File: src/hdl/shld_pkg.sv
// Package for the swing high / swing low detector.
// Holds shared widths, reset values, register indexes and the cell control type.
// No dependencies.
package shld_pkg;

  localparam int MAX_LOOKBACK_DEF = 16;
  localparam int PRICE_BITS_DEF   = 32;

  localparam int LOOKBACK_W = 5;
  localparam int EVENT_W    = 10;
  localparam int COUNT_W    = 24;
  localparam int CFG_DATA_W = 10;
  localparam int CFG_IDX_W  = 1;

  localparam logic [LOOKBACK_W-1:0] LOOKBACK_RESET    = 5'd2;
  localparam logic [EVENT_W-1:0]    EVENT_LIMIT_RESET = 10'd100;
  localparam logic [COUNT_W-1:0]    COUNT_MAX         = {COUNT_W{1'b1}};

  typedef enum logic [CFG_IDX_W-1:0] {
    REG_LOOKBACK    = 1'b0,
    REG_EVENT_LIMIT = 1'b1
  } cfg_reg_t;

  // Control broadcast from the sequencer to every window cell.
  typedef struct packed {
    logic shift;
    logic compare;
  } cell_ctrl_t;

endpackage

File: src/hdl/shld_event_count.sv
// Per-series event counter with a reporting limit.
// Depends on shld_pkg.
module shld_event_count (
  input  logic                         clk,
  input  logic                         rst,
  input  logic                         clear,
  input  logic                         update,
  input  logic                         candidate,
  input  logic [shld_pkg::EVENT_W-1:0] limit,
  output logic                         reported,
  output logic [shld_pkg::EVENT_W-1:0] total
);
  import shld_pkg::*;

  logic [EVENT_W-1:0] count;

  always_comb begin
    reported = candidate && (count < limit);
    total    = reported ? count + EVENT_W'(1) : count;
  end

  always_ff @(posedge clk) begin
    if (rst) begin
      count <= '0;
    end else if (clear) begin
      count <= '0;
    end else if (update) begin
      count <= total;
    end
  end

endmodule

File: config.mk
export PLATFORM = sky130hd
export DESIGN_NAME = shld_event_count
export DESIGN_NICKNAME = d
export VERILOG_FILES = /design/src/hdl/shld_pkg.sv /design/src/hdl/shld_event_count.sv
export SDC_FILE = /design/constraint.sdc
export NUM_CORES = 1
export LEC_CHECK = 0
export BUFFER_PORTS_ARGS = -buffer_cell sky130_fd_sc_hd__buf_2
export CORE_MARGIN = 1.5
export CORE_UTILIZATION = 35
export CTS_CLUSTER_SIZE = 24
export DETAILED_ROUTE_END_ITERATION = 8
export PLACE_DENSITY = 0.62
export SLEW_MARGIN = 20
export SYNTH_ARGS = -nofsm -noshare
export SYNTH_HDL_FRONTEND = slang
export SYNTH_SLANG_ARGS = --single-unit
File: constraint.sdc
create_clock -name clk -period 3.4 [get_ports clk]
set_input_delay 0 -clock clk [delete_from_list [all_inputs] [get_ports clk]]
set_output_delay 0 -clock clk [all_outputs]
set_load 0.02 [all_outputs]
# ---- Yosys cells after proc, flatten, opt, wreduce, memory -nomap -nowiden
# Index checks and enable logic that the tools add are counted.
# W data, S select, Z words.
dict set report classes {
  n_addsub 1
  n_mul 0
  div_mod_pow 0
  magnitude_cmp 1
  n_eq_ne 0
  shift 0
  n_mux 1
  bitwise_logic 0
  reduce_logical 2
}
# operator n
set ops {}
lappend ops {{$add A10 B1 Y10 const B} 1}
lappend ops {{$lt A10 B10 Y1} 1}
lappend ops {{$mux W10} 1}
lappend ops {{$reduce_or A2 Y1} 1}
lappend ops {{$logic_and A1 B1 Y1} 1}
dict set report totals {
  register_bits 10
  latch_bits 0
  mem_bits_rw 0
  rom_bits 0
  input_bits 15
  output_inout_bits 11
  n_memories 0
}

# ---- Longest topological paths before layout
dict set report logic_depth {
  word_depth 3
  ltp_mapped 9
  depth_no_buf 7
}

# ---- Least setup slack after synthesis
# No wires, ideal clock.
dict set report synth_path {
  path_kind {register to output}
  from {register count[7]}
  to {output port total[1] (netlist bit)}
  arrival_time_ns 2.170
  required_ns 3.400
  path_slack_ns 1.230
  stages_incl_launch_ff 8
  n_path_buf 1
  path_cell_list {dfxtp_1 -> ha_1 -> a211oi_1 -> o21ai_0 -> a31o_2 -> buf_2 -> nor2_1 -> mux2_2}
}
dict set report synth_between {
  elab_chain_len 3
}
# element line_no
set synth_lines {}
lappend synth_lines {{start, declared} shld_event_count.sv:15} ;# logic [EVENT_W-1:0] count;
lappend synth_lines {{start signal, assigned} shld_event_count.sv:28} ;# count <= total;
lappend synth_lines {{$lt A10 B10 Y1} shld_event_count.sv:18} ;# reported = candidate && (count < limit);
lappend synth_lines {{$logic_and A1 B1 Y1} shld_event_count.sv:18}
lappend synth_lines {{net reported} shld_event_count.sv:10} ;# output logic reported,
lappend synth_lines {{$mux W10} shld_event_count.sv:19} ;# total = reported ? count + EVENT_W'(1) : count;
lappend synth_lines {{end, declared} shld_event_count.sv:11} ;# output logic [shld_pkg::EVENT_W-1:0] total
# The timed path passes the listed nets, and every way through them passes these cells.

# ---- Final worst setup path
dict set report layout_path {
  from {register count[7]}
  to {output port total[1] (netlist bit)}
}
dict set report layout_between {
  elab_chain_len 3
}
# element line_no
set layout_lines {}
lappend layout_lines {{$lt A10 B10 Y1} shld_event_count.sv:18}
lappend layout_lines {{$logic_and A1 B1 Y1} shld_event_count.sv:18}
lappend layout_lines {{$mux W10} shld_event_count.sv:19}
# No other way between the ends.

==> reports/results.txt <==
1st-iter DRT viols: 39
status: complete, no violations
Post-synth EDFFs: 0
layout cells sized above 1: 22.1%
Max Slew Vio Count: 0
Synth Warn #: 0
Post-Syn Area: 976 um2
number of global-route vias before repair: 908
via count: 1045
final setup fails: 0
Fillers: 275
Yosys top cell area share: 20.5%
WL per Instance: 13.6 um
Post-CTS Resized: 0
CTS Buf Count: 3
clock share of power: 41.7%
Core ar.: 2570 um2
worst vdd ir: 0.000154 V
Final Hold Violating Endpoints: 0
Largest register FFs: 10
clk sinks: 10
Logic pwr share: 14.8%
post-layout net count: 175
CTS tree: built
synth top area cells: dfxtp_1 21%, ha_1 13%, nand3_1 5.1%
worst min path class: in -> reg
cell type with the largest total area after synthesis: dfxtp_1
number of antenna violations at the first check in global routing: 0
Worst Max-Slew Pin Slew: 0.430 ns
Synth Register Bits: 10
IO Pins: 26
CTS Buffer Depth: 2
Die Y: 55.8 um
CP Capture Type: output port
max-cap violations: 0
clk slew on worst S/H paths: 0.07 ns
FF+latch area: 200 um2
Slew Limit Headroom: 71.4%
synthesized area per cell: 7.68 um2
sw frac: 27.0%
Seq pwr share: 43.5%
post-route clock period utilization: 76.5%
row count: 18
total wire length: 2430 um
Crit path arrival time: 2.60 ns
ANT nets after route: 0
CP max FO: 23
H-tree Lvls: 1
WHS Path Cells: 3
area occupied by multi-input gates: 691 um2
Primary FF master, synth: dfxtp_1
Post-CTS Setup Bufs: 0
Avg Vias per Cell: 5.84
Synth Instances: 127
port buffer count: 25
Seq/Total Area, Yosys: 20.5%
global-route wire length before repair: 4240 um
ant diodes: 0
WHS: 0.0179 ns
Synth async-reset ratio: 0%
R2R Path Start: count[7]
pin count of the biggest net entering global routing: 24
die width: 55.8 um
final worst path period need: 2.60 ns
worst hold path startpoint: rst
Switch Pwr: 0.0000734 W
crit start category: flip-flop
Reg2Reg Depth: 6
Initial Utilization: 38.0%
Mapped Nets: 152
DRT Pass-1 Iters: 5
cell leakage power: 0.554 nW
Top Registers: count x10
hold-fix buffers at CTS: 0
Pwr Density: 239 nW/um2
GRT overflow: 0
Die ar.: 3110 um2
Yosys cell types: 37
GRT Total Usage: 16.4%
Setup TNS: 0 ns
Root Driver: clkbuf_4
Worst-Skew Late Latency: 0.27 ns
RSZ-0062 raised after global routing: false
Critical Setup Path Class: reg -> out
Max Clk Rate: 0.385 GHz
reg-to-reg endpoint: count[4]
Layout area overhead: 16.7%
Pint: 0.000199 W
Post-DP HPWL: 1810 um
GP Congestion: 0.870
Final Skew: 0.000283 ns
residual DRC count: 0
Hold EP: count[8]
setup slack, reg-to-reg: 1.10 ns
required time of the worst setup path: 3.40 ns
most flop-heavy register: count
-- cells by family after synthesis --
| logic type | count (synthesis) | synth area share [%] |
|---|---|---|
| multiplexers | 2 | 2.18 |
| XOR/XNOR | 9 | 8.08 |
| AO/OA/AOI/OAI | 29 | 20.6 |
| flip-flops | 10 | 20.5 |
| AND/OR/NAND/NOR | 47 | 27.1 |
| buffers and inverters | 20 | 8.72 |
| adder cells (fa/ha/maj) | 10 | 12.8 |
-- routing by layer --
metal	vias to the layer above	GRT usage (%)	wire (um)
met5	-	0	0
met3	7	1.86	186
met4	0	6.27	46
li1	523	-	-
met1	476	22.8	1110
met2	39	25.9	1090
-- placed cells by master, fill, tap and decap left out, types with 3 or more instances in the layout --
master,instances
o41ai_1,3
nor2_1,3
nand4_1,3
o31ai_1,6
xnor2_1,4
ha_1,10
dfxtp_1,10
buf_2,25
or4_1,5
nand2_1,7
nand3_1,10
xor2_1,5
and3_1,3
clkbuf_4,3
inv_1,13
nor3_1,7
a21oi_1,9
-- worst max path at each step --
stage              from       end  slack [ns]  cells after the start
2_1_floorplan  count[7]  total[1]        1.23                      7
3_3_place_gp   count[4]  total[1]        1.29                      7
3_5_place_dp   count[7]  total[1]        1.19                      7
4_1_cts        count[7]  total[1]        0.88                      7
5_1_grt        count[7]  total[1]        0.63                      7
6_report       count[7]  total[1]        0.80                      7
-- power groups by stage --
stage / clock network, W / registers [W] / logic (W)
floorplan: 0 / 0.000121 / 0.0000256
global placement: 0 / 0.000121 / 0.0000386
detailed placement: 0 / 0.000121 / 0.0000399
CTS: 0.000116 / 0.000118 / 0.0000401
global route: 0.000119 / 0.000119 / 0.0000453
finish: 0.000113 / 0.000118 / 0.0000403
-- cell type report --
type / instances / share of cell area, %
multi-input combinational: 97 / 60.7
sequential: 10 / 17.6
timing repair buffer: 25 / 11.0
inverter: 13 / 4.29
tap: 30 / 3.30
clock buffer: 4 / 3.19
-- worst max-delay path: stages (launching register included) --
cell	delay (ns)
dfxtp_1	0.34
ha_1	0.32
a211oi_1	0.28
o21ai_0	0.22
a31o_2	0.40
nor2_1	0.25
mux2_2	0.36
buf_2	0.16
-- synth_stat cells (3+ instances only) --
| cell type | n |
|---|---|
| dfxtp_1 | 10 |
| xnor2_1 | 4 |
| o41ai_1 | 3 |
| nand4_1 | 3 |
| inv_1 | 13 |
| nand2_1 | 7 |
| o31ai_1 | 6 |
| xor2_1 | 5 |
| nor2_1 | 3 |
| or4_1 | 5 |
| buf_1 | 3 |
| nand3_1 | 10 |
| ha_1 | 10 |
| a21oi_1 | 9 |
| nor3_1 | 7 |
| and3_1 | 3 |
-- stage by stage --
stage               util (%)  total power (W)  std cells  instance area [um2]  worst slack [ns]
floorplan                  -         0.000147        127                  976              1.23
global placement        42.9         0.000160        175                 1100              1.29
detailed placement      42.9         0.000161        175                 1100              1.19
CTS                     44.3         0.000274        179                 1140             0.878
global route            44.3         0.000283        179                 1140             0.628
finish                  44.3         0.000272        179                 1140             0.800
Power figures use the tool's default switching activity.
