`src/hdl/shld_pkg.sv`:
```
// Package for the swing high / swing low detector.
// Holds shared widths, reset values, register indexes and the cell control type.
// No dependencies.
package shld_pkg;

  localparam int MAX_LOOKBACK_DEF = 16;
  localparam int PRICE_BITS_DEF   = 32;

  localparam int LOOKBACK_W = 5;
  localparam int EVENT_W    = 10;
  localparam int COUNT_W    = 24;
  localparam int CFG_DATA_W = 10;
  localparam int CFG_IDX_W  = 1;

  localparam logic [LOOKBACK_W-1:0] LOOKBACK_RESET    = 5'd2;
  localparam logic [EVENT_W-1:0]    EVENT_LIMIT_RESET = 10'd100;
  localparam logic [COUNT_W-1:0]    COUNT_MAX         = {COUNT_W{1'b1}};

  typedef enum logic [CFG_IDX_W-1:0] {
    REG_LOOKBACK    = 1'b0,
    REG_EVENT_LIMIT = 1'b1
  } cfg_reg_t;

  // Control broadcast from the sequencer to every window cell.
  typedef struct packed {
    logic shift;
    logic compare;
  } cell_ctrl_t;

endpackage

```
`src/hdl/shld_cell.sv`:
```
// One window cell: holds one (high, low) pair, passes it down the chain on a shift
// and compares it against the broadcast centre pair. Depends on shld_pkg.
module shld_cell #(
  parameter int PRICE_BITS   = 32,
  parameter int MAX_LOOKBACK = 16,
  parameter int POS          = 0
) (
  input  logic                                  clk,
  input  shld_pkg::cell_ctrl_t                  ctrl,
  input  logic [$clog2(MAX_LOOKBACK+1)-1:0]     span,
  input  logic signed [PRICE_BITS-1:0]          high_in,
  input  logic signed [PRICE_BITS-1:0]          low_in,
  input  logic signed [PRICE_BITS-1:0]          centre_high,
  input  logic signed [PRICE_BITS-1:0]          centre_low,
  output logic signed [PRICE_BITS-1:0]          high_q,
  output logic signed [PRICE_BITS-1:0]          low_q,
  output logic [PRICE_BITS-1:0]                 high_tap,
  output logic [PRICE_BITS-1:0]                 low_tap,
  output logic                                  high_ok,
  output logic                                  low_ok
);
  import shld_pkg::*;

  localparam int POS_W  = $clog2(2 * MAX_LOOKBACK + 1);
  localparam logic [POS_W-1:0] POS_V = POS_W'(POS);

  logic [POS_W-1:0] span_pos;
  logic [POS_W-1:0] last_pos;
  logic             is_centre;
  logic             in_range;

  always_comb begin
    span_pos  = POS_W'(span);
    last_pos  = POS_W'({span, 1'b0});
    is_centre = (POS_V == span_pos);
    in_range  = (POS_V <= last_pos) && !is_centre;
    high_tap  = is_centre ? high_q : '0;
    low_tap   = is_centre ? low_q : '0;
  end

  always_ff @(posedge clk) begin
    if (ctrl.shift) begin
      high_q <= high_in;
      low_q  <= low_in;
    end
    if (ctrl.compare) begin
      // A neighbour outside the span never blocks a flag; a tie inside the span always does.
      high_ok <= !in_range || (centre_high > high_q);
      low_ok  <= !in_range || (low_q > centre_low);
    end
  end

endmodule

```
`config.mk`:
```
export PLATFORM = sky130hd
export DESIGN_NAME = shld_cell
export DESIGN_NICKNAME = d
export VERILOG_FILES = /design/src/hdl/shld_pkg.sv /design/src/hdl/shld_cell.sv
export SDC_FILE = /design/constraint.sdc
export NUM_CORES = 1
export LEC_CHECK = 0
export ABC_AREA = 0
export BUFFER_PORTS_ARGS = -buffer_cell sky130_fd_sc_hd__buf_2
export CORE_AREA = 4 4 102 104
export CTS_CLUSTER_DIAMETER = 80
export DETAILED_ROUTE_END_ITERATION = 8
export DIE_AREA = 0 0 106 108
export PLACE_DENSITY = 0.9
export SKIP_CTS_REPAIR_TIMING = 1
export SYNTH_ARGS = -nofsm -noshare
export SYNTH_HDL_FRONTEND = slang
export SYNTH_SLANG_ARGS = --single-unit
```
`constraint.sdc`:
```
create_clock -name clk -period 4.7 [get_ports clk]
set_input_delay 1.41 -clock clk [delete_from_list [all_inputs] [get_ports clk]]
set_output_delay 1.41 -clock clk [all_outputs]
set_load 0.02 [all_outputs]
```
# Word level (Yosys, flattened, before mapping)
# Index checks and enable logic that the tools add are counted.
[totals] in_bits=136 regBits=66 elab_cells=15 out_inout_bits=130
[classes] n_lt_le_gt_ge=3 mux=2 n_reduce_logical=6
[ops] op="32-bit greater-than comparator" n=2
[ops] op="32-bit 2-to-1 mux" n=2
[ops] op="1-bit by 6-bit less-or-equal comparator with 1-bit output, first input constant" n=1
[ops] op="5-bit zero test" n=1
[ops] op="1-bit zero test" n=2
[ops] op="1-bit logical OR" n=2
[ops] op="1-bit logical AND" n=1

# Logic depth before layout (Yosys ltp)
[depth] ltp_word=5 depth_mapped=8 ltp_nobuf=8

# Worst setup path before layout
# OpenSTA, ideal clock, no wires.
[synth_path] kind="input port to output port" from="in span[0]" to="out high_tap[10]" n_path_buf=2 arrival_time_ns=2.783 setup_slack_ns=0.507 path_stages=4 t_required_ns=3.290 cell_sequence="or4_1 > clkbuf_1 > clkbuf_1 > nor3_1"
[synth_via] elab_chain_cells=2
[synth_lines] item="start, declared" line="shld_cell.sv:10" rtl="input logic [$clog2(MAX_LOOKBACK+1)-1:0] span,"
[synth_lines] item="5-bit zero test" line="shld_cell.sv:35" rtl="is_centre = (POS_V == span_pos);"
[synth_lines] item="32-bit 2-to-1 mux" line="shld_cell.sv:37" rtl="high_tap = is_centre ? high_q : '0;"
[synth_lines] item="end, declared" line="shld_cell.sv:17" rtl="output logic [PRICE_BITS-1:0] high_tap,"
# No other way between the ends.

# Worst setup path after layout
[layout_path] from="in span[0]" to="out low_tap[19]"
[layout_via] elab_chain_cells=2
[layout_lines] item="5-bit zero test" line="shld_cell.sv:35"
[layout_lines] item="32-bit 2-to-1 mux" line="shld_cell.sv:38" rtl="low_tap = is_centre ? low_q : '0;"
[layout_lines] item="end, declared" line="shld_cell.sv:18" rtl="output logic [PRICE_BITS-1:0] low_tap,"
# No other way between the ends.

==> impl_metrics.json <==
{
  "antenna_found_initial": 1,
  "avgRoutedWirePerCell_um": 16.3,
  "clock-sinks": 66,
  "r2r_slack_ns": 2.24,
  "cts_made_buffers": 9,
  "synthFlopType": "edfxtp_1",
  "drt-pass1-iter-count": 4,
  "tns_ns": 0,
  "fmax_mhz": 227,
  "ys_seq_elements": 66,
  "cp.required_ns": 3.29,
  "path_cells": "buf_2 > or4_1 > nor2_4 > and2_1 > buf_2",
  "cts_root_buffer": "clkbuf_8",
  "status": "finished, final reports clean",
  "fin_nets": 842,
  "crit_fanout": 33,
  "holdCritStartpoint": "low_q[30]",
  "pwr-share-seq": 0.469,
  "netlist_instances": 373,
  "swShare": 0.298,
  "leakagePower_nw": 3.04,
  "synth_area_um2": 4040,
  "setup_violations": 0,
  "min_period_ns": 4.41,
  "wl_um": 12700,
  "whs_path_depth": 3,
  "grt_max_degree": 45,
  "path_clk_slew_ns": 0.07,
  "cp_slowest_cell": "or4_1",
  "syn-num-nets": 573,
  "hold_end": "low_ok",
  "cpMostUsedCell": "buf_2",
  "finalPower_mw": 1.57,
  "nFillCells": 800,
  "place_ws_ns": 0.280,
  "ys_types": 35,
  "finClkSkew_ns": 0.00909,
  "slew_headroom": 0.329,
  "clock_latency_ns": 0.33,
  "h-tree-depth": 3,
  "io_buffer_count": 265,
  "routabilityCongestion": 0.860,
  "crit-reg2reg-launch": "low_q[21]",
  "gr-total-overflow": 0,
  "p_int_mw": 1.10,
  "synth_warnings": 0,
  "r2r-end": "low_ok",
  "initial_core_util": 0.423,
  "irDropWorstVdd_v": 0.000211,
  "reg2reg_depth": 7,
  "holdWs_ns": 0.879,
  "grt_util_all_layers": 0.216,
  "rsz0062_at_grt": "false",
  "drive_gt1_frac": 0.440,
  "pwr-share-comb": 0.238,
  "crit_type": "in2out",
  "slowest_delay_ns": 0.59,
  "clockPowerShare": 0.293,
  "hold_violations": 0,
  "hold_path.class": "reg2reg",
  "die_area_um2": 11400,
  "hpwl_um": 10500,
  "p_sw_uw": 467,
  "drv_cap": 0,
  "rows": 36,
  "finalCritPeriodShare": 0.937,
  "fp.dieH_um": 108,
  "die_w_um": 106,
  "fin_ws_ns": 0.295,
  "end_kind": "output port",
  "drc_errors": 0,
  "via_per_inst": 4.96,
  "drt_iter0_markers": 218,
  "powerDensity_nw_per_um2": 274,
  "start_kind": "primary input",
  "synth_edf_count": 66,
  "cts.path.max_buffers": 2,
  "worstMarginPinSlew_ns": 1.01,
  "ios": 266,
  "async_flop_share": 0,
  "avgSynthCellArea_um2": 10.8,
  "drv_slew": 0,
  "seq_area_frac_synth": 0.490,
  "coreArea_um2": 9550,
  "ant_nets": 0,
  "grt_first_pass_wirelength_um": 19400,
  "num_vias": 3873,
  "grt_pass1_vias": 3961,
  "syn_to_final_growth_pct": 41.1,
  "arrival_ns": 3.00,
  "cts_tree": "built"
}
## per-layer routing
| metal | vias up | global-route usage | part of all wire |
|---|---|---|---|
| met2 | 180 | 0.392 | 0.52 |
| met1 | 1789 | 0.256 | 0.39 |
| met5 | - | 0 | 0 |
| li1 | 1885 | - | - |
| met4 | 0 | 0.0620 | 0.013 |
| met3 | 19 | 0.0537 | 0.078 |
## power groups by stage
stage,Sequential (mW),Clock [mW],Combinational (mW)
floorplan,0.801,0,0.147
global placement,0.744,0,0.353
detailed placement,0.747,0,0.372
CTS,0.734,0.471,0.374
global route,0.739,0.501,0.412
finish,0.734,0.459,0.373
## worst max-delay path, delay by kind of cell
| family | cells | cell delay, ns |
|---|---|---|
| and+or+nand+nor | 3 | 1.31 |
| buffers and inverters | 2 | 0.26 |
## state kept, by name (all words and copies together) (netlist names)
name,flops
high_q,32
high_ok,1
low_q,32
low_ok,1
## cells by family after synthesis
family / share of synthesized area
AND/OR/NAND/NOR: 0.164
buffers and inverters: 0.0705
flip-flops: 0.490
adder cells (fa/ha/maj): 0.198
AO/OA/AOI/OAI: 0.0777
## cells in the mapped netlist (3+ instances only)
| library cell | instances | area (um^2) |
|---|---|---|
| o21ai_0 | 4 | 20.0 |
| nand4_1 | 16 | 100 |
| nand2_1 | 13 | 48.8 |
| inv_1 | 65 | 244 |
| nor4_1 | 4 | 25.0 |
| a21o_1 | 4 | 30.0 |
| ha_1 | 64 | 801 |
| o211ai_1 | 3 | 22.5 |
| nor2_1 | 5 | 18.8 |
| nand3_1 | 7 | 35.0 |
| nor3_1 | 33 | 165 |
| a2111oi_0 | 3 | 26.3 |
| and2_1 | 32 | 200 |
| a21oi_1 | 23 | 115 |
| edfxtp_1 | 66 | 1980 |
| clkbuf_1 | 10 | 37.5 |
## placed cells by master, fill, tap and decap left out, types with 2 or more instances in the layout
cell and n:
a2111oi_0 3, a211oi_1 2, a21o_1 4, a21oi_1 23
and2_1 32, buf_2 265, buf_4 4, clkbuf_1 4
clkbuf_8 9, clkinv_2 2, edfxtp_1 66, ha_1 64
inv_1 65, nand2_1 13, nand3_1 7, nand4_1 16
nor2_1 5, nor2b_1 2, nor3_1 33, nor4_1 4
o211ai_1 3, o21ai_0 4
## how the worst max path moves through the flow
stage,startpoint,endpoint,cells after the start
5_1_grt,span[0],low_tap[19],5
6_report,span[0],low_tap[19],5
4_1_cts,span[0],low_tap[25],5
2_1_floorplan,span[0],high_tap[10],4
3_3_place_gp,span[0],high_tap[0],5
3_5_place_dp,span[0],low_tap[25],5
## final cells by class
type	count	area [um^2]	area share
diodes	1	2.50	0.000439
repair buffers	269	1360	0.238
clock buffers	13	139	0.0243
multi-input cells	231	1780	0.311
well taps	133	166	0.0292
clock inverters	3	40.0	0.00702
inverters	65	244	0.0428
flip-flops and latches	66	1980	0.347
## metrics by stage
stage,util,cell area (um^2),cells
4_1_cts,0.597,5700,780
5_1_grt,0.598,5710,781
3_3_place_gp,0.579,5530,764
6_report,0.598,5710,781
3_5_place_dp,0.579,5530,764
2_1_floorplan,-,4040,373
No activity file was read; power rests on OpenSTA's default activity.
